--- src/design/mmb_pkg.sv ---
`timescale 1ns / 1ps

package mmb_pkg;

	// default store geometry
	localparam int DEF_MESSAGE_SLOTS  = 4;
	localparam int DEF_MESSAGE_LENGTH = 16;

	// request kinds
	localparam logic [1:0] KIND_TICK = 2'd0;
	localparam logic [1:0] KIND_NEXT = 2'd1;
	localparam logic [1:0] KIND_PREV = 2'd2;
	localparam logic [1:0] KIND_LOAD = 2'd3;

	// register file: word index = paddr[4:2]
	localparam int NUM_REGS = 5;
	localparam int PADDR_W  = $clog2(NUM_REGS * 4);
	localparam int REG_IDX_W = PADDR_W - 2;

	localparam logic [REG_IDX_W-1:0] REG_MESSAGE_COUNT = REG_IDX_W'(0);
	localparam logic [REG_IDX_W-1:0] REG_DOT_LENGTH    = REG_IDX_W'(1);
	localparam logic [REG_IDX_W-1:0] REG_DASH_LENGTH   = REG_IDX_W'(2);
	localparam logic [REG_IDX_W-1:0] REG_LETTER_GAP    = REG_IDX_W'(3);
	localparam logic [REG_IDX_W-1:0] REG_WORD_GAP      = REG_IDX_W'(4);

	localparam logic [2:0] RST_MESSAGE_COUNT = 3'd3;
	localparam logic [3:0] RST_DOT_LENGTH    = 4'd2;
	localparam logic [3:0] RST_DASH_LENGTH   = 4'd4;
	localparam logic [3:0] RST_LETTER_GAP    = 4'd2;
	localparam logic [3:0] RST_WORD_GAP      = 4'd4;

	// ASCII codes used by the player and the default messages
	localparam logic [6:0] CHR_A = 7'h61;
	localparam logic [6:0] CHR_Z = 7'h7A;
	localparam logic [6:0] CHR_O = 7'h6F;
	localparam logic [6:0] CHR_S = 7'h73;
	localparam logic [6:0] CHR_NUL = 7'h00;

	typedef struct packed {
		logic [2:0] message_count;
		logic [3:0] dot_length;
		logic [3:0] dash_length;
		logic [3:0] letter_gap_length;
		logic [3:0] word_gap_length;
	} cfg_t;

	typedef struct packed {
		logic [1:0] kind;
		logic [1:0] message_number;
		logic [3:0] position;
		logic [6:0] character;
	} req_t;

	// controller -> datapath
	typedef struct packed {
		logic clear_wr;
		logic load;
		logic button;
		logic read;
		logic exec;
		logic put;
	} cmd_t;

	// datapath -> controller
	typedef struct packed {
		logic clear_last;
	} stat_t;

	// Morse code: symbol count and dash mask (bit i set = symbol i is a dash)
	typedef struct packed {
		logic [2:0] len;
		logic [3:0] dash;
	} morse_t;

	localparam morse_t MORSE_TAB [26] = '{
		'{3'd2, 4'b0010}, '{3'd4, 4'b0001}, '{3'd4, 4'b0101}, '{3'd3, 4'b0001},
		'{3'd1, 4'b0000}, '{3'd4, 4'b0100}, '{3'd3, 4'b0011}, '{3'd4, 4'b0000},
		'{3'd2, 4'b0000}, '{3'd4, 4'b1110}, '{3'd3, 4'b0101}, '{3'd4, 4'b0010},
		'{3'd2, 4'b0011}, '{3'd2, 4'b0001}, '{3'd3, 4'b0111}, '{3'd4, 4'b0110},
		'{3'd4, 4'b1011}, '{3'd3, 4'b0010}, '{3'd3, 4'b0000}, '{3'd1, 4'b0001},
		'{3'd3, 4'b0100}, '{3'd4, 4'b1000}, '{3'd3, 4'b0110}, '{3'd4, 4'b1001},
		'{3'd4, 4'b1101}, '{3'd4, 4'b0011}
	};

	// p mod c for 3-bit values, c >= 1
	function automatic logic [2:0] mod_small(input logic [2:0] p, input logic [2:0] c);
		logic [2:0] r;
		r = p;
		for (int i = 0; i < 7; i++) begin
			if (r >= c) begin
				r = r - c;
			end
		end
		return r;
	endfunction

	// power-up contents: "ss", "oo", "sos", everything else NUL
	function automatic logic [6:0] default_char(input logic [3:0] slot, input logic [5:0] pos);
		logic [6:0] c;
		c = CHR_NUL;
		case (slot)
			4'd0: if (pos < 6'd2) begin
				c = CHR_S;
			end
			4'd1: if (pos < 6'd2) begin
				c = CHR_O;
			end
			4'd2: begin
				if (pos == 6'd0 || pos == 6'd2) begin
					c = CHR_S;
				end else if (pos == 6'd1) begin
					c = CHR_O;
				end
			end
			default: c = CHR_NUL;
		endcase
		return c;
	endfunction

endpackage

--- src/design/mmb_req_if.sv ---
`timescale 1ns / 1ps

interface mmb_req_if;
	logic       valid;
	logic       ready;
	logic [1:0] kind;
	logic [1:0] message_number;
	logic [3:0] position;
	logic [6:0] character;

	modport source (output valid, output kind, output message_number, output position,
		output character, input ready);
	modport sink (input valid, input kind, input message_number, input position,
		input character, output ready);
endinterface

--- src/design/mmb_res_if.sv ---
`timescale 1ns / 1ps

interface mmb_res_if;
	logic       valid;
	logic       ready;
	logic       red_light;
	logic       green_light;
	logic [1:0] playing_message;
	logic       message_done;

	modport source (output valid, output red_light, output green_light,
		output playing_message, output message_done, input ready);
	modport sink (input valid, input red_light, input green_light,
		input playing_message, input message_done, output ready);
endinterface

--- src/design/mmb_regs.sv ---
`timescale 1ns / 1ps

module mmb_regs import mmb_pkg::*; (
	input  logic               clk,
	input  logic               arst_n,
	input  logic               psel,
	input  logic               penable,
	input  logic               pwrite,
	input  logic [PADDR_W-1:0] paddr,
	input  logic [31:0]        pwdata,
	output logic [31:0]        prdata,
	output logic               pready,
	output cfg_t               cfg
);

	logic [REG_IDX_W-1:0] reg_idx;
	logic                 wr_en;
	cfg_t                 cfg_q;

	assign reg_idx = paddr[PADDR_W-1:2];
	assign wr_en   = psel && penable && pwrite;
	assign pready  = 1'b1;
	assign cfg     = cfg_q;

	always_ff @(posedge clk or negedge arst_n) begin
		if (!arst_n) begin
			cfg_q.message_count     <= RST_MESSAGE_COUNT;
			cfg_q.dot_length        <= RST_DOT_LENGTH;
			cfg_q.dash_length       <= RST_DASH_LENGTH;
			cfg_q.letter_gap_length <= RST_LETTER_GAP;
			cfg_q.word_gap_length   <= RST_WORD_GAP;
		end else if (wr_en) begin
			unique case (reg_idx)
				REG_MESSAGE_COUNT: cfg_q.message_count     <= pwdata[2:0];
				REG_DOT_LENGTH:    cfg_q.dot_length        <= pwdata[3:0];
				REG_DASH_LENGTH:   cfg_q.dash_length       <= pwdata[3:0];
				REG_LETTER_GAP:    cfg_q.letter_gap_length <= pwdata[3:0];
				REG_WORD_GAP:      cfg_q.word_gap_length   <= pwdata[3:0];
				default: ;
			endcase
		end
	end

	always_comb begin
		prdata = 32'd0;
		unique case (reg_idx)
			REG_MESSAGE_COUNT: prdata = {29'd0, cfg_q.message_count};
			REG_DOT_LENGTH:    prdata = {28'd0, cfg_q.dot_length};
			REG_DASH_LENGTH:   prdata = {28'd0, cfg_q.dash_length};
			REG_LETTER_GAP:    prdata = {28'd0, cfg_q.letter_gap_length};
			REG_WORD_GAP:      prdata = {28'd0, cfg_q.word_gap_length};
			default:           prdata = 32'd0;
		endcase
	end

endmodule

--- src/design/mmb_ctrl.sv ---
`timescale 1ns / 1ps

module mmb_ctrl import mmb_pkg::*; (
	input  logic       clk,
	input  logic       arst_n,
	input  logic       req_valid,
	input  logic [1:0] req_kind,
	output logic       req_ready,
	output logic       res_valid,
	input  logic       res_ready,
	input  stat_t      stat,
	output cmd_t       cmd
);

	localparam logic [2:0] ST_CLEAR = 3'd0;
	localparam logic [2:0] ST_IDLE  = 3'd1;
	localparam logic [2:0] ST_READ  = 3'd2;
	localparam logic [2:0] ST_EXEC  = 3'd3;
	localparam logic [2:0] ST_PUT   = 3'd4;

	logic [2:0] state_q;
	logic [2:0] state_nxt;
	logic       res_valid_q;
	logic       req_acc;

	assign req_ready = (state_q == ST_IDLE);
	assign req_acc   = req_valid && req_ready;
	assign res_valid = res_valid_q;

	always_comb begin
		cmd       = '0;
		state_nxt = state_q;
		unique case (state_q)
			ST_CLEAR: begin
				cmd.clear_wr = 1'b1;
				if (stat.clear_last) begin
					state_nxt = ST_IDLE;
				end
			end
			ST_IDLE: begin
				if (req_acc) begin
					unique case (req_kind) inside
						KIND_TICK: state_nxt = ST_READ;
						KIND_NEXT, KIND_PREV: begin
							cmd.button = 1'b1;
							state_nxt  = ST_PUT;
						end
						KIND_LOAD: begin
							cmd.load  = 1'b1;
							state_nxt = ST_PUT;
						end
					endcase
				end
			end
			ST_READ: begin
				cmd.read  = 1'b1;
				state_nxt = ST_EXEC;
			end
			ST_EXEC: begin
				cmd.exec  = 1'b1;
				state_nxt = ST_PUT;
			end
			ST_PUT: begin
				cmd.put = !res_valid_q || res_ready;
				if (cmd.put) begin
					state_nxt = ST_IDLE;
				end
			end
			default: state_nxt = ST_IDLE;
		endcase
	end

	always_ff @(posedge clk or negedge arst_n) begin
		if (!arst_n) begin
			state_q     <= ST_CLEAR;
			res_valid_q <= 1'b0;
		end else begin
			state_q <= state_nxt;
			if (cmd.put) begin
				res_valid_q <= 1'b1;
			end else if (res_ready) begin
				res_valid_q <= 1'b0;
			end
		end
	end

`ifndef ASSERT_OFF
	// memory data is consumed in the cycle after the read was issued
	a_exec_after_read: assert property (@(posedge clk) disable iff (!arst_n)
		state_q == ST_EXEC |-> $past(state_q) == ST_READ)
		else $error("exec without preceding read");

	// a tick request always starts a memory read
	a_tick_reads: assert property (@(posedge clk) disable iff (!arst_n)
		req_acc && req_kind == KIND_TICK |=> state_q == ST_READ)
		else $error("tick did not start a read");

	// a new response only appears out of the put state
	a_res_from_put: assert property (@(posedge clk) disable iff (!arst_n)
		$rose(res_valid_q) |-> $past(state_q) == ST_PUT)
		else $error("response raised outside put");

	// clearing pass ends only on its last entry
	a_clear_complete: assert property (@(posedge clk) disable iff (!arst_n)
		$past(state_q) == ST_CLEAR && state_q != ST_CLEAR |-> $past(stat.clear_last))
		else $error("clearing pass cut short");
`endif

endmodule

--- src/design/mmb_datapath.sv ---
`timescale 1ns / 1ps

module mmb_datapath import mmb_pkg::*; #(
	parameter int MESSAGE_SLOTS  = DEF_MESSAGE_SLOTS,
	parameter int MESSAGE_LENGTH = DEF_MESSAGE_LENGTH
) (
	input  logic       clk,
	input  logic       arst_n,
	input  cmd_t       cmd,
	output stat_t      stat,
	input  cfg_t       cfg,
	input  req_t       req,
	output logic       red_light,
	output logic       green_light,
	output logic [1:0] playing_message,
	output logic       message_done
);

	localparam int DEPTH = MESSAGE_SLOTS * MESSAGE_LENGTH;
	localparam int AW    = (DEPTH > 1) ? $clog2(DEPTH) : 1;
	localparam int SW    = (MESSAGE_SLOTS > 1) ? $clog2(MESSAGE_SLOTS) : 1;
	localparam int PW    = $clog2(MESSAGE_LENGTH);
	localparam int LW    = $clog2(MESSAGE_LENGTH + 1);

	localparam logic [1:0] LIGHT_OFF   = 2'b00;
	localparam logic [1:0] LIGHT_RED   = 2'b01;
	localparam logic [1:0] LIGHT_GREEN = 2'b10;

	// message store
	logic [6:0]    mem [DEPTH];
	logic [6:0]    rd_q;
	logic          rd_oor_q;
	logic          wr_en;
	logic [AW-1:0] wr_addr;
	logic [6:0]    wr_data;
	logic [AW-1:0] rd_addr;
	logic          load_ok;

	// clearing pass
	logic [SW-1:0] clr_slot_q;
	logic [PW-1:0] clr_pos_q;
	logic          clr_pos_last;

	// player state
	logic [2:0]    current_q;
	logic [2:0]    pending_q;
	logic          latched_q;
	logic          ended_q;
	logic [LW-1:0] letter_q;
	logic [2:0]    sym_q;
	logic [4:0]    phase_q;
	logic [1:0]    light_q;
	logic          done_q;

	// tick next-state
	logic [2:0]    cur_n;
	logic [2:0]    pend_n;
	logic          latched_n;
	logic          ended_n;
	logic [LW-1:0] letter_n;
	logic [2:0]    sym_n;
	logic [4:0]    phase_n;
	logic [1:0]    light_n;
	logic          done_n;

	logic [2:0]    msg_cnt;
	logic [6:0]    ch;
	logic          known;
	logic [4:0]    tab_idx;
	morse_t        tab;
	logic [2:0]    code_len;
	logic          is_dash;
	logic [3:0]    limit;

	// response payload
	logic          res_red_q;
	logic          res_green_q;
	logic [1:0]    res_msg_q;
	logic          res_done_q;

	assign clr_pos_last    = (clr_pos_q == PW'(MESSAGE_LENGTH - 1));
	assign stat.clear_last = clr_pos_last && (clr_slot_q == SW'(MESSAGE_SLOTS - 1));

	always_ff @(posedge clk or negedge arst_n) begin
		if (!arst_n) begin
			clr_slot_q <= '0;
			clr_pos_q  <= '0;
		end else if (cmd.clear_wr) begin
			if (clr_pos_last) begin
				clr_pos_q  <= '0;
				clr_slot_q <= clr_slot_q + SW'(1);
			end else begin
				clr_pos_q <= clr_pos_q + PW'(1);
			end
		end
	end

	assign load_ok = (int'(req.message_number) < MESSAGE_SLOTS) &&
		(int'(req.position) < MESSAGE_LENGTH);

	always_comb begin
		if (cmd.clear_wr) begin
			wr_en   = 1'b1;
			wr_addr = AW'(clr_slot_q) * AW'(MESSAGE_LENGTH) + AW'(clr_pos_q);
			wr_data = default_char(4'(clr_slot_q), 6'(clr_pos_q));
		end else begin
			wr_en   = cmd.load && load_ok;
			wr_addr = AW'(req.message_number) * AW'(MESSAGE_LENGTH) + AW'(req.position);
			wr_data = req.character;
		end
	end

	assign rd_addr = AW'(current_q) * AW'(MESSAGE_LENGTH) + AW'(letter_q);

	always_ff @(posedge clk) begin
		if (wr_en) begin
			mem[wr_addr] <= wr_data;
		end
		if (cmd.read) begin
			rd_q     <= mem[rd_addr];
			rd_oor_q <= (int'(letter_q) >= MESSAGE_LENGTH);
		end
	end

	// message count clamped to 1..MESSAGE_SLOTS
	always_comb begin
		if (cfg.message_count == 3'd0) begin
			msg_cnt = 3'd1;
		end else if (int'(cfg.message_count) > MESSAGE_SLOTS) begin
			msg_cnt = 3'(MESSAGE_SLOTS);
		end else begin
			msg_cnt = cfg.message_count;
		end
	end

	// symbol decode
	assign ch       = rd_oor_q ? CHR_NUL : rd_q;
	assign known    = (ch >= CHR_A) && (ch <= CHR_Z);
	assign tab_idx  = known ? 5'(ch - CHR_A) : 5'd0;
	assign tab      = MORSE_TAB[tab_idx];
	assign code_len = known ? tab.len : 3'd1;
	assign is_dash  = tab.dash[sym_q[1:0]];
	assign limit    = !known ? cfg.word_gap_length :
		(is_dash ? cfg.dash_length : cfg.dot_length);

	always_comb begin
		cur_n     = current_q;
		pend_n    = pending_q;
		latched_n = latched_q;
		ended_n   = ended_q;
		letter_n  = letter_q;
		sym_n     = sym_q;
		phase_n   = phase_q;
		light_n   = light_q;
		done_n    = 1'b0;
		if (ch != CHR_NUL) begin
			ended_n = 1'b0;
			if (sym_q < code_len) begin
				if (phase_q < {1'b0, limit}) begin
					// last tick of a symbol is dark
					if (known && (phase_q + 5'd1) < {1'b0, limit}) begin
						light_n = is_dash ? LIGHT_GREEN : LIGHT_RED;
					end else begin
						light_n = LIGHT_OFF;
					end
					phase_n = phase_q + 5'd1;
				end else begin
					sym_n   = sym_q + 3'd1;
					phase_n = 5'd0;
				end
			end else if (phase_q <= {1'b0, cfg.letter_gap_length}) begin
				light_n = LIGHT_OFF;
				phase_n = phase_q + 5'd1;
			end else begin
				letter_n = letter_q + LW'(1);
				sym_n    = 3'd0;
				phase_n  = 5'd0;
			end
		end else if (phase_q <= {1'b0, cfg.word_gap_length}) begin
			light_n = LIGHT_OFF;
			phase_n = phase_q + 5'd1;
		end else begin
			done_n   = 1'b1;
			ended_n  = 1'b1;
			phase_n  = 5'd0;
			sym_n    = 3'd0;
			letter_n = '0;
		end
		// switch message only at the end of one
		if (pending_q != current_q && ended_n) begin
			cur_n     = mod_small(pending_q, msg_cnt);
			pend_n    = cur_n;
			ended_n   = 1'b0;
			latched_n = 1'b0;
		end
	end

	always_ff @(posedge clk or negedge arst_n) begin
		if (!arst_n) begin
			current_q <= 3'd0;
			pending_q <= 3'd0;
			latched_q <= 1'b0;
			ended_q   <= 1'b0;
			letter_q  <= '0;
			sym_q     <= 3'd0;
			phase_q   <= 5'd0;
			light_q   <= LIGHT_OFF;
			done_q    <= 1'b0;
		end else if (cmd.exec) begin
			current_q <= cur_n;
			pending_q <= pend_n;
			latched_q <= latched_n;
			ended_q   <= ended_n;
			letter_q  <= letter_n;
			sym_q     <= sym_n;
			phase_q   <= phase_n;
			light_q   <= light_n;
			done_q    <= done_n;
		end else if (cmd.button) begin
			if (!latched_q) begin
				if (req.kind == KIND_NEXT) begin
					pending_q <= pending_q + 3'd1;
				end else begin
					pending_q <= pending_q + msg_cnt - 3'd1;
				end
				latched_q <= 1'b1;
			end
			done_q <= 1'b0;
		end else if (cmd.load) begin
			done_q <= 1'b0;
		end
	end

	always_ff @(posedge clk) begin
		if (cmd.put) begin
			res_red_q   <= light_q[0];
			res_green_q <= light_q[1];
			res_msg_q   <= current_q[1:0];
			res_done_q  <= done_q;
		end
	end

	assign red_light       = res_red_q;
	assign green_light     = res_green_q;
	assign playing_message = res_msg_q;
	assign message_done    = res_done_q;

endmodule

--- src/design/morse_message_beacon.sv ---
// Morse message beacon. Plays one of several stored messages as Morse code on a red
// light (dots) and a green light (dashes), one phase per tick request; next/previous
// requests latch one message change that takes effect when the current message ends,
// and load requests overwrite single characters of the store. Every request returns
// exactly one response with the light state, the message being played and a flag for
// the tick that closed a message. A tick request passes idle, store read, update and
// response write before another request is taken, as the single message memory is read
// through a register; next, previous and load go from idle to the response write.
// The response register lets a new request in while the last response still waits.
// After reset the block writes the power-up messages (ss, oo, sos) into the store,
// one entry per cycle, until its MESSAGE_SLOTS*MESSAGE_LENGTH entries (64 by default)
// are in; request ready is held low meanwhile, the APB registers writable throughout.
`timescale 1ns / 1ps

module morse_message_beacon import mmb_pkg::*; #(
	parameter int MESSAGE_SLOTS  = DEF_MESSAGE_SLOTS,
	parameter int MESSAGE_LENGTH = DEF_MESSAGE_LENGTH
) (
	input  logic               clk,
	input  logic               arst_n,
	mmb_req_if.sink            req,
	mmb_res_if.source          res,
	input  logic               psel,
	input  logic               penable,
	input  logic               pwrite,
	input  logic [PADDR_W-1:0] paddr,
	input  logic [31:0]        pwdata,
	output logic [31:0]        prdata,
	output logic               pready
);

	cfg_t  cfg;
	cmd_t  cmd;
	stat_t stat;
	req_t  req_data;

	// flatten the request payload for the datapath
	assign req_data.kind           = req.kind;
	assign req_data.message_number = req.message_number;
	assign req_data.position       = req.position;
	assign req_data.character      = req.character;

	// timing and message-count registers
	mmb_regs u_regs (
		.clk     (clk),
		.arst_n  (arst_n),
		.psel    (psel),
		.penable (penable),
		.pwrite  (pwrite),
		.paddr   (paddr),
		.pwdata  (pwdata),
		.prdata  (prdata),
		.pready  (pready),
		.cfg     (cfg)
	);

	// sequencing: clearing pass, request accept, read/update, response handoff
	mmb_ctrl u_ctrl (
		.clk       (clk),
		.arst_n    (arst_n),
		.req_valid (req.valid),
		.req_kind  (req.kind),
		.req_ready (req.ready),
		.res_valid (res.valid),
		.res_ready (res.ready),
		.stat      (stat),
		.cmd       (cmd)
	);

	// message store, player state and response register
	mmb_datapath #(
		.MESSAGE_SLOTS  (MESSAGE_SLOTS),
		.MESSAGE_LENGTH (MESSAGE_LENGTH)
	) u_dp (
		.clk             (clk),
		.arst_n          (arst_n),
		.cmd             (cmd),
		.stat            (stat),
		.cfg             (cfg),
		.req             (req_data),
		.red_light       (res.red_light),
		.green_light     (res.green_light),
		.playing_message (res.playing_message),
		.message_done    (res.message_done)
	);

endmodule
--- src/flat_wrapper.sv ---
// flat-port wrapper written by rule: the top's interface ports become plain ports
module morse_message_beacon_flat import mmb_pkg::*;
#(
	parameter int MESSAGE_SLOTS  = DEF_MESSAGE_SLOTS,
	parameter int MESSAGE_LENGTH = DEF_MESSAGE_LENGTH
)
  (clk, arst_n, psel, penable, pwrite, paddr, pwdata, prdata, pready, req_valid, req_kind, req_message_number, req_position, req_character, req_ready, res_valid, res_red_light, res_green_light, res_playing_message, res_message_done, res_ready);
  mmb_req_if req_i ();
  mmb_res_if res_i ();
  input  logic clk;
  input  logic arst_n;
  input  logic psel;
  input  logic penable;
  input  logic pwrite;
  input  logic [PADDR_W-1:0] paddr;
  input  logic [31:0] pwdata;
  output logic [31:0] prdata;
  output logic pready;
  input wire logic [$bits(req_i.valid)-1:0] req_valid;
  input wire logic [$bits(req_i.kind)-1:0] req_kind;
  input wire logic [$bits(req_i.message_number)-1:0] req_message_number;
  input wire logic [$bits(req_i.position)-1:0] req_position;
  input wire logic [$bits(req_i.character)-1:0] req_character;
  output wire logic [$bits(req_i.ready)-1:0] req_ready;
  output wire logic [$bits(res_i.valid)-1:0] res_valid;
  output wire logic [$bits(res_i.red_light)-1:0] res_red_light;
  output wire logic [$bits(res_i.green_light)-1:0] res_green_light;
  output wire logic [$bits(res_i.playing_message)-1:0] res_playing_message;
  output wire logic [$bits(res_i.message_done)-1:0] res_message_done;
  input wire logic [$bits(res_i.ready)-1:0] res_ready;
  assign req_i.valid = req_valid;
  assign req_i.kind = req_kind;
  assign req_i.message_number = req_message_number;
  assign req_i.position = req_position;
  assign req_i.character = req_character;
  assign req_ready = req_i.ready;
  assign res_valid = res_i.valid;
  assign res_red_light = res_i.red_light;
  assign res_green_light = res_i.green_light;
  assign res_playing_message = res_i.playing_message;
  assign res_message_done = res_i.message_done;
  assign res_i.ready = res_ready;
  morse_message_beacon #(.MESSAGE_SLOTS(MESSAGE_SLOTS), .MESSAGE_LENGTH(MESSAGE_LENGTH)) u_core (.clk(clk), .arst_n(arst_n), .req(req_i), .res(res_i), .psel(psel), .penable(penable), .pwrite(pwrite), .paddr(paddr), .pwdata(pwdata), .prdata(prdata), .pready(pready));
endmodule
--- config.mk ---
export PLATFORM = sky130hd
export DESIGN_NAME = morse_message_beacon_flat
export DESIGN_NICKNAME = d
export VERILOG_FILES = /design/src/design/mmb_pkg.sv /design/src/design/mmb_req_if.sv /design/src/design/mmb_res_if.sv /design/src/design/mmb_regs.sv /design/src/design/mmb_ctrl.sv /design/src/design/mmb_datapath.sv /design/src/design/morse_message_beacon.sv /design/src/flat_wrapper.sv
export SDC_FILE = /design/constraint.sdc
export NUM_CORES = 1
export LEC_CHECK = 0
export CAP_MARGIN = 20
export CORE_MARGIN = 5
export CORE_UTILIZATION = 45
export DETAILED_ROUTE_END_ITERATION = 10
export DONT_BUFFER_PORTS = 1
export GPL_ROUTABILITY_DRIVEN = 0
export PLACE_DENSITY = 0.67
export SETUP_SLACK_MARGIN = 0.15
export SLEW_MARGIN = 20
export SYNTH_ARGS = -nofsm -noshare
export SYNTH_HDL_FRONTEND = slang
export SYNTH_SLANG_ARGS = --single-unit
--- constraint.sdc ---
create_clock -name clk -period 10.4 [get_ports clk]
set_input_delay 2.08 -clock clk [delete_from_list [all_inputs] [get_ports clk]]
set_output_delay 2.08 -clock clk [all_outputs]
set_load 0.01 [all_outputs]
==> metrics.cfg, run 1 <==
[worst_setup_path]
crit-reg2reg-launch=u_core.u_regs.cfg[16]
r2r_cells=48
r2r_slack_ns=0.96
path_class=reg -> reg
r2r_end=u_core.u_dp.pending_q[2]
crit_path_frequent_cell=ha_1
cp_slowest_cell=dfstp_2
critPathTopFamily=compound AO/OA/AOI/OAI gates
startpoint_type=flop
cp_max_fo=10
path_buf_inv=5
cp-end-kind=flop
arrival_ns=9.88
required_ns=10.84
slowest_delay_ns=0.54

[timing]
fmax_ghz=0.106
finClkSkew_ns=0.0230
hold_viol_final=0
slew_violations=0
slew-limit-headroom_pct=28.3
worst_slew_pin_slew_ns=1.08
layout_min_cycle_time_ns=9.44
rsz0062_at_grt=no
setup_violations=0
period_share_pct=90.8

[clock_tree]
cts_max_level=2
cts_inserted_buffers=50
cts_max_path_buffers=3
insertion_delay_ns=0.59
cts_hold_buf=0
cts_tree=built
clock-sinks=514
root_buffer=clkbuf_16
clk_pin_slew_ns=0.06

[floorplanning]
die-area_mm2=0.0566
pin_count=99
die_h_um=238
fp-row-count=83
initial_utilization_pct=45.5
core_mm2=0.0514
die_w_um=238

[global_route]
grt_pass1_vias=12700
track_usage_pct=17.8
grt_overflow=0
grt_start_max_net_pins=74
grt_antenna_before_repair=0
grt_pass1_wl_um=77900

[layout]
areaGrowthSynthToFinish_pct=10.3
antenna_cells=0
drive_above_1_share_pct=20.6
final_nets=1554
fin_area_mm2=0.0258

[synth]
synth_ff_type=edfxtp_1
synthArstFlopShare_pct=10.3
netlist_instances=1411
ys_seq_elements=514
ys_types=86
ys_seq_area_share_pct=64.9
syn_area_per_cell_um2=16.6
netlist_area_mm2=0.0234
synth_edf_count=461
ys_warn_count=0

[detailed_routing]
drtIter0Drc=989
routed_via_density=5.82
drcViolationCount=0
detail-route-antenna-nets=0
firstDrtPassIters=5
wl_per_cell_um=23.5
drt_wl_total_um=50400
vias=12500

[min_path]
hold_class=reg -> reg
hp-start=u_core.u_dp.done_q
hold_path_end=u_core.u_dp.message_done
min_path_cells=0

[status]
outcome=finished clean

[place]
numPortBuffers=0
hpwl_um=31600
dpl-instance-area_mm2=0.0241

[flow_run]
drv_cap=0

[cell usage after synthesis (all sizes together) (9+ instances only)]
cell | instances | area [um2]
nand2b | 19 | 119
xnor2 | 15 | 131
o22ai | 9 | 56.3
a31oi | 10 | 62.6
mux2i | 22 | 220
o21ai | 49 | 257
dfrtp | 47 | 1180
a21o | 18 | 136
edfxtp | 461 | 13800
buf | 45 | 290
clkbuf | 36 | 155
nand2 | 79 | 297
inv | 49 | 184
mux2 | 21 | 236
ha | 61 | 763
xor2 | 10 | 87.6
nor3 | 13 | 65.1
nand3 | 20 | 105
nor2 | 117 | 442
o211ai | 10 | 80.1
a21oi | 35 | 175
mux4 | 148 | 3330
[what timing repair did]
action	in CTS	in global routing
gates resized for setup	6	12
buffers inserted	0	2
setup endpoints to repair	2	6
[layout make-up]
cell class / count / area (um2)
flip-flops and latches: 514 / 15200
repair buffers: 18 / 155
well taps: 680 / 851
inverters: 49 / 184
fillers: 4183 / 25600
clock inverters: 20 / 297
clock buffers: 66 / 1330
multi-input cells: 794 / 7770
[cells by family (layout without fill, tap and decap cells)]
logic type | Yosys count | count (layout) | share of synthesized area (%)
fa+ha+maj | 68 | 68 | 3.86
xor+xnor | 25 | 25 | 0.937
flops | 514 | 514 | 64.9
compound gates | 182 | 182 | 5.35
buf+inv | 130 | 153 | 2.69
simple gates | 299 | 299 | 5.99
mux | 191 | 191 | 16.2
other cells | 2 | 29 | 0.0321
[placed cells by master (no fill, tap or decap), types with 13 or more instances in the layout]
master,Yosys,layout
mux2_2,21,21
clkbuf_1,34,15
buf_4,30,17
nand3_1,19,19
xnor2_1,15,15
clkbuf_16,0,51
dfrtp_1,47,43
mux4_2,148,148
nand2b_1,19,19
edfxtp_1,461,461
nor3_1,13,13
conb_1,2,29
o21ai_0,46,42
nand2_1,79,79
a21oi_1,35,31
mux2i_1,22,20
ha_1,61,61
inv_1,49,49
nor2_1,116,116
[routing by layer]
metal  up-vias  global-route usage, %  share of wire [%]
met5         -                      0                  0
met4         0                   3.99                1.8
met3        70                   3.21                6.5
met2       381                   29.7                 50
met1      6462                   24.7                 41
li1       5545                      -                  -
[sequential cells by signal, summed over array words and instances, names as in the netlist, 2 cells and up]
register and flops:
u_core.u_dp.clr_pos_q 4, u_core.u_dp.light_q 2, u_core.u_dp.phase_q 5, u_core.u_dp.playing_message 2, u_core.u_ctrl.state_q 3, u_core.u_dp.letter_q 5
u_core.u_dp.current_q 3, u_core.u_dp.mem 448, u_core.u_dp.sym_q 3, u_core.u_dp.clr_slot_q 2, u_core.u_regs.cfg 19, u_core.u_dp.rd_q 7
u_core.u_dp.pending_q 3
[metrics by stage]
step	std cells	utilization [%]	setup slack [ns]	setup TNS, ns	hold slack [ns]
CTS	2139	50.0	0.241	0	0.460
finish	2141	50.2	0.958	0	0.462
global placement	2052	46.7	0.293	0	0.445
detailed placement	2053	46.8	-0.0377	-0.0377	0.445
floorplan	1438	-	0.679	0	0.425
global route	2141	50.2	0.157	0	0.477
[worst max-delay path by stage]
stage                                from                  endpoint  cells after the start
floorplan           u_core.u_regs.cfg[16]  u_core.u_dp.pending_q[2]                     47
global placement    u_core.u_regs.cfg[16]  u_core.u_dp.pending_q[2]                     46
detailed placement  u_core.u_regs.cfg[16]  u_core.u_dp.pending_q[2]                     46
global route        u_core.u_regs.cfg[16]  u_core.u_dp.pending_q[2]                     48
CTS                 u_core.u_regs.cfg[16]  u_core.u_dp.pending_q[2]                     47
finish              u_core.u_regs.cfg[16]  u_core.u_dp.pending_q[2]                     48
Power of run 1 is not shown: default switching activity piles up to over one toggle a cycle in this logic, so the estimate is an artifact.
==> run 2: changes to the inputs <==
CORE_MARGIN = 2   (was 5)
==> run 2 against run 1 <==
Compared with the run above:
- sequential cell count stayed put
- wire length increased by 0.66%
- design area is essentially flat
- first-iteration DRC count increased by 42%
- sequential share of layout area barely moved
- fmax is 0.40% lower
- cell count grew 0.47%
- critical path depth is the same
- critical path type unchanged
- highest routed layer unchanged
==> metrics.cfg, run 2 (synthesis gave the netlist of run 1 again) <==
[layout]
regMostFlops=u_core.u_dp.mem
final_util_pct=50.3
drive_above_1_share_pct=21.0
largest_register_ffs=448
final_nets=1556
areaGrowthSynthToFinish_pct=10.3
final_common_cell=edfxtp_1
mostFrequentLayoutCells=edfxtp_1 (461), mux4_2 (148), nor2_1 (116), nand2_1 (79), ha_1 (61)
fin_area_mm2=0.0258

[clock_tree]
insertion_delay_ns=0.60
cts_inserted_buffers=51
cts_max_path_buffers=3
cts_max_level=2
cts_hold_buf=0
clock-sinks=514
root_buffer=clkbuf_16
cts_tree=built
clk_pin_slew_ns=0.06

[global_route]
grt_start_max_net_pins=65
grt_antenna_before_repair=1
grt_pass1_wl_um=76400
grt_overflow=0
track_usage_pct=19.1
grt_pass1_vias=12500

[place]
hpwl_um=31600
numPortBuffers=0
dpl-instance-area_mm2=0.0241

[floorplanning]
die-area_mm2=0.0538
die_w_um=232
initial_utilization_pct=45.6
pin_count=99
core_mm2=0.0513
die_h_um=232
fp-row-count=83

[worst_setup_path]
path_buf_inv=5
crit_path_start=u_core.u_regs.cfg[16]
crit-reg2reg-launch=u_core.u_regs.cfg[16]
arrival_ns=9.94
slowest_delay_ns=0.54
cp_max_fo=10
path_class=reg -> reg
required_ns=10.86
cp-end-kind=flop
critPathTopFamily=compound AO/OA/AOI/OAI gates
startpoint_type=flop
cp_slowest_cell=dfstp_2
crit_path_frequent_cell=ha_1

[timing]
slew_violations=0
tns_ns=0
setup_violations=0
fmax_ghz=0.105
rsz0062_at_grt=no
slew-limit-headroom_pct=31.9
holdWs_ns=0.472
worst_slew_pin_slew_ns=1.02
finClkSkew_ns=0.0186
period_share_pct=91.2
hold_viol_final=0
layout_min_cycle_time_ns=9.48

[detailed_routing]
routed_via_density=5.87
vias=12600
firstDrtPassIters=6
drt_wl_total_um=50700
wl_per_cell_um=23.6
drtIter0Drc=1401
detail-route-antenna-nets=0
drcViolationCount=0

[min_path]
hp-start=u_core.u_dp.done_q
hold_class=reg -> reg

[flow_run]
drv_cap=0

[status]
outcome=finished clean

## run 2: cell types whose count changed in the layout (fill, tap and decap cells not counted), moves of 3 or more
cell	previous run	this run
clkinv_2	2	10
clkinv_1	8	12
bufinv_16	6	3
clkbuf_1	15	8
## run 2: layer usage
metal / GRT usage, % / share of wire [%]
met5: 0 / 0
met4: 6.15 / 2.4
met3: 3.40 / 7.2
met2: 31.0 / 49
met1: 26.4 / 41
## run 2: worst paths after layout
| path | cells after the start | slack, ns | to |
|---|---|---|---|
| min | 0 | 0.47 | u_core.u_dp.message_done |
| max reg2reg | 48 | 0.92 | u_core.u_dp.pending_q[2] |
| min reg2reg | 0 | 0.47 | u_core.u_dp.message_done |
| max | 48 | 0.92 | u_core.u_dp.pending_q[2] |
| min in group asynchronous | 0 | 1.17 | u_core.u_dp.sym_q[2] |
| max in group asynchronous | 0 | 9.04 | u_core.u_regs.cfg[10] |
## run 2: cell type report
type | instances | area (um2)
Fill cell | 4198 | 25500
Inverter | 49 | 184
Clock buffer | 60 | 1330
Antenna cell | 2 | 5.00
Timing Repair Buffer | 19 | 186
Tap cell | 680 | 851
Clock inverter | 33 | 292
Multi-Input combinational cell | 794 | 7760
Sequential cell | 514 | 15200
## run 2: timing repair
item,CTS,global route
buffers inserted,1,2
resized for setup,2,10
endpoints found under the setup margin,2,6
## run 2: stage by stage
| step | worst slack, ns | cells |
|---|---|---|
| after floorplan | 0.679 | 1438 |
| after global placement | 0.274 | 2051 |
| after CTS | 0.174 | 2147 |
| after global routing | 0.144 | 2149 |
| final | 0.920 | 2151 |
| after detailed placement | -0.0300 | 2053 |
Power of run 2 is left out for the same reason.
==> run 3: changes to the inputs <==
CORE_ASPECT_RATIO = 1.25   (was not set)
CTS_CLUSTER_DIAMETER = 40   (was not set)
==> run 3 against run 2 <==
Compared with the run above:
- global-route usage decreased by 0.15 points
- critical path depth unchanged
- die area about the same
- critical path type unchanged
- largest cell class unchanged
- fmax increased by 0.45%
==> metrics.cfg, run 3 (synthesis gave the netlist of run 1 again) <==
[status]
outcome=finished clean

[min_path]
hold_class=reg -> reg
hp-start=u_core.u_dp.light_q[0]

[detailed_routing]
drtIter0Drc=1117
drt_wl_total_um=50900
firstDrtPassIters=5
vias=12400
routed_via_density=5.81
wl_per_cell_um=23.8
drcViolationCount=0
detail-route-antenna-nets=0

[clock_tree]
clk_pin_slew_ns=0.06
clock-sinks=514
insertion_delay_ns=0.64
cts_max_level=2
root_buffer=clkbuf_16
cts_inserted_buffers=57
cts_tree=built
cts_max_path_buffers=3

[place]
numPortBuffers=0
dpl-instance-area_mm2=0.0240
dp.cells=2035
hpwl_um=32500

[floorplanning]
die_h_um=259
die_w_um=208
fp-row-count=93
core_mm2=0.0514
pin_count=99
die-area_mm2=0.0538
initial_utilization_pct=45.5

[layout]
final_common_cell=edfxtp_1
areaGrowthSynthToFinish_pct=11.0
final_util_pct=50.5
largest_register_ffs=448
drive_above_1_share_pct=21.9
fin_area_mm2=0.0260
instances_no_fill=2138
antenna_cells=0
fill_cells=4142
final_nets=1559
regMostFlops=u_core.u_dp.mem
mostFrequentLayoutCells=edfxtp_1 (461), mux4_2 (148), nor2_1 (116), nand2_1 (79), ha_1 (61)

[global_route]
grt_start_max_net_pins=65
grt_overflow=0
grt_pass1_vias=12800
track_usage_pct=19.0
grt_pass1_wl_um=77400
grt_antenna_before_repair=0

[worst_setup_path]
arrival_ns=9.90
path_class=reg -> reg
cp-end-kind=flop
crit_path_frequent_cell=ha_1
crit_path_start=u_core.u_regs.cfg[16]
cp_max_fo=10
critPathTopFamily=compound AO/OA/AOI/OAI gates
path_buf_inv=5
startpoint_type=flop
crit-reg2reg-launch=u_core.u_regs.cfg[16]
cp_slowest_cell=dfstp_2
required_ns=10.86
slowest_delay_ns=0.54

[timing]
finClkSkew_ns=0.0301
fmax_ghz=0.106
layout_min_cycle_time_ns=9.44
slew-limit-headroom_pct=37.6
slew_violations=0
setup_violations=0
worst_slew_pin_slew_ns=0.936
hold_viol_final=0
period_share_pct=90.8
rsz0062_at_grt=no

[flow_run]
drv_cap=0

-- run 3: cell types whose count changed in the layout (fill, tap and decap cells not counted), sizes merged --
cell	previous run	this run
clkbuf	60	68
clkinvlp	3	2
clkinv	25	19
diode	2	0
inv	51	57
buf	19	16
-- run 3: what timing repair did --
| item | 4_1_cts | 5_1_grt |
|---|---|---|
| pin swaps | 0 | 0 |
| setup buffers | 0 | 3 |
| hold buffers | 0 | 0 |
| gates resized for setup | 5 | 10 |
| endpoints found under the setup margin | 2 | 6 |
-- run 3: final cells by class --
| type | instances | area [um2] | share of cell area (%) |
|---|---|---|---|
| clock buffer | 68 | 1490 | 5.74 |
| clock inverter | 32 | 357 | 1.37 |
| inverter | 49 | 184 | 0.708 |
| multi-input combinational | 794 | 7790 | 30.0 |
| sequential | 514 | 15200 | 58.5 |
| tap | 665 | 832 | 3.20 |
| timing repair buffer | 16 | 120 | 0.463 |
-- run 3: metal layers --
layer | GRT usage, % | up-vias | part of all wire (%)
li1 | - | 5562 | -
met1 | 23.4 | 6401 | 39
met2 | 33.7 | 390 | 53
met3 | 3.70 | 77 | 5.8
met4 | 6.13 | 0 | 2.6
met5 | 0 | - | 0
-- run 3: final timing paths --
path | slack [ns] | cells after the start | end
max | 0.96 | 48 | u_core.u_dp.pending_q[2]
min | 0.46 | 0 | u_core.u_dp.red_light
max reg2reg | 0.96 | 48 | u_core.u_dp.pending_q[2]
min reg2reg | 0.46 | 0 | u_core.u_dp.red_light
max in group asynchronous | 9.03 | 0 | u_core.u_regs.cfg[17]
min in group asynchronous | 1.16 | 0 | u_core.u_dp.light_q[1]
-- run 3: metrics by stage --
step,hold WS (ns),setup slack [ns],TNS (ns)
2_1_floorplan,0.425,0.679,0
3_3_place_gp,0.446,0.187,0
3_5_place_dp,0.433,-0.0917,-0.0917
4_1_cts,0.461,0.170,0
5_1_grt,0.479,0.144,0
6_report,0.463,0.962,0
Power of run 3 is left out for the same reason.
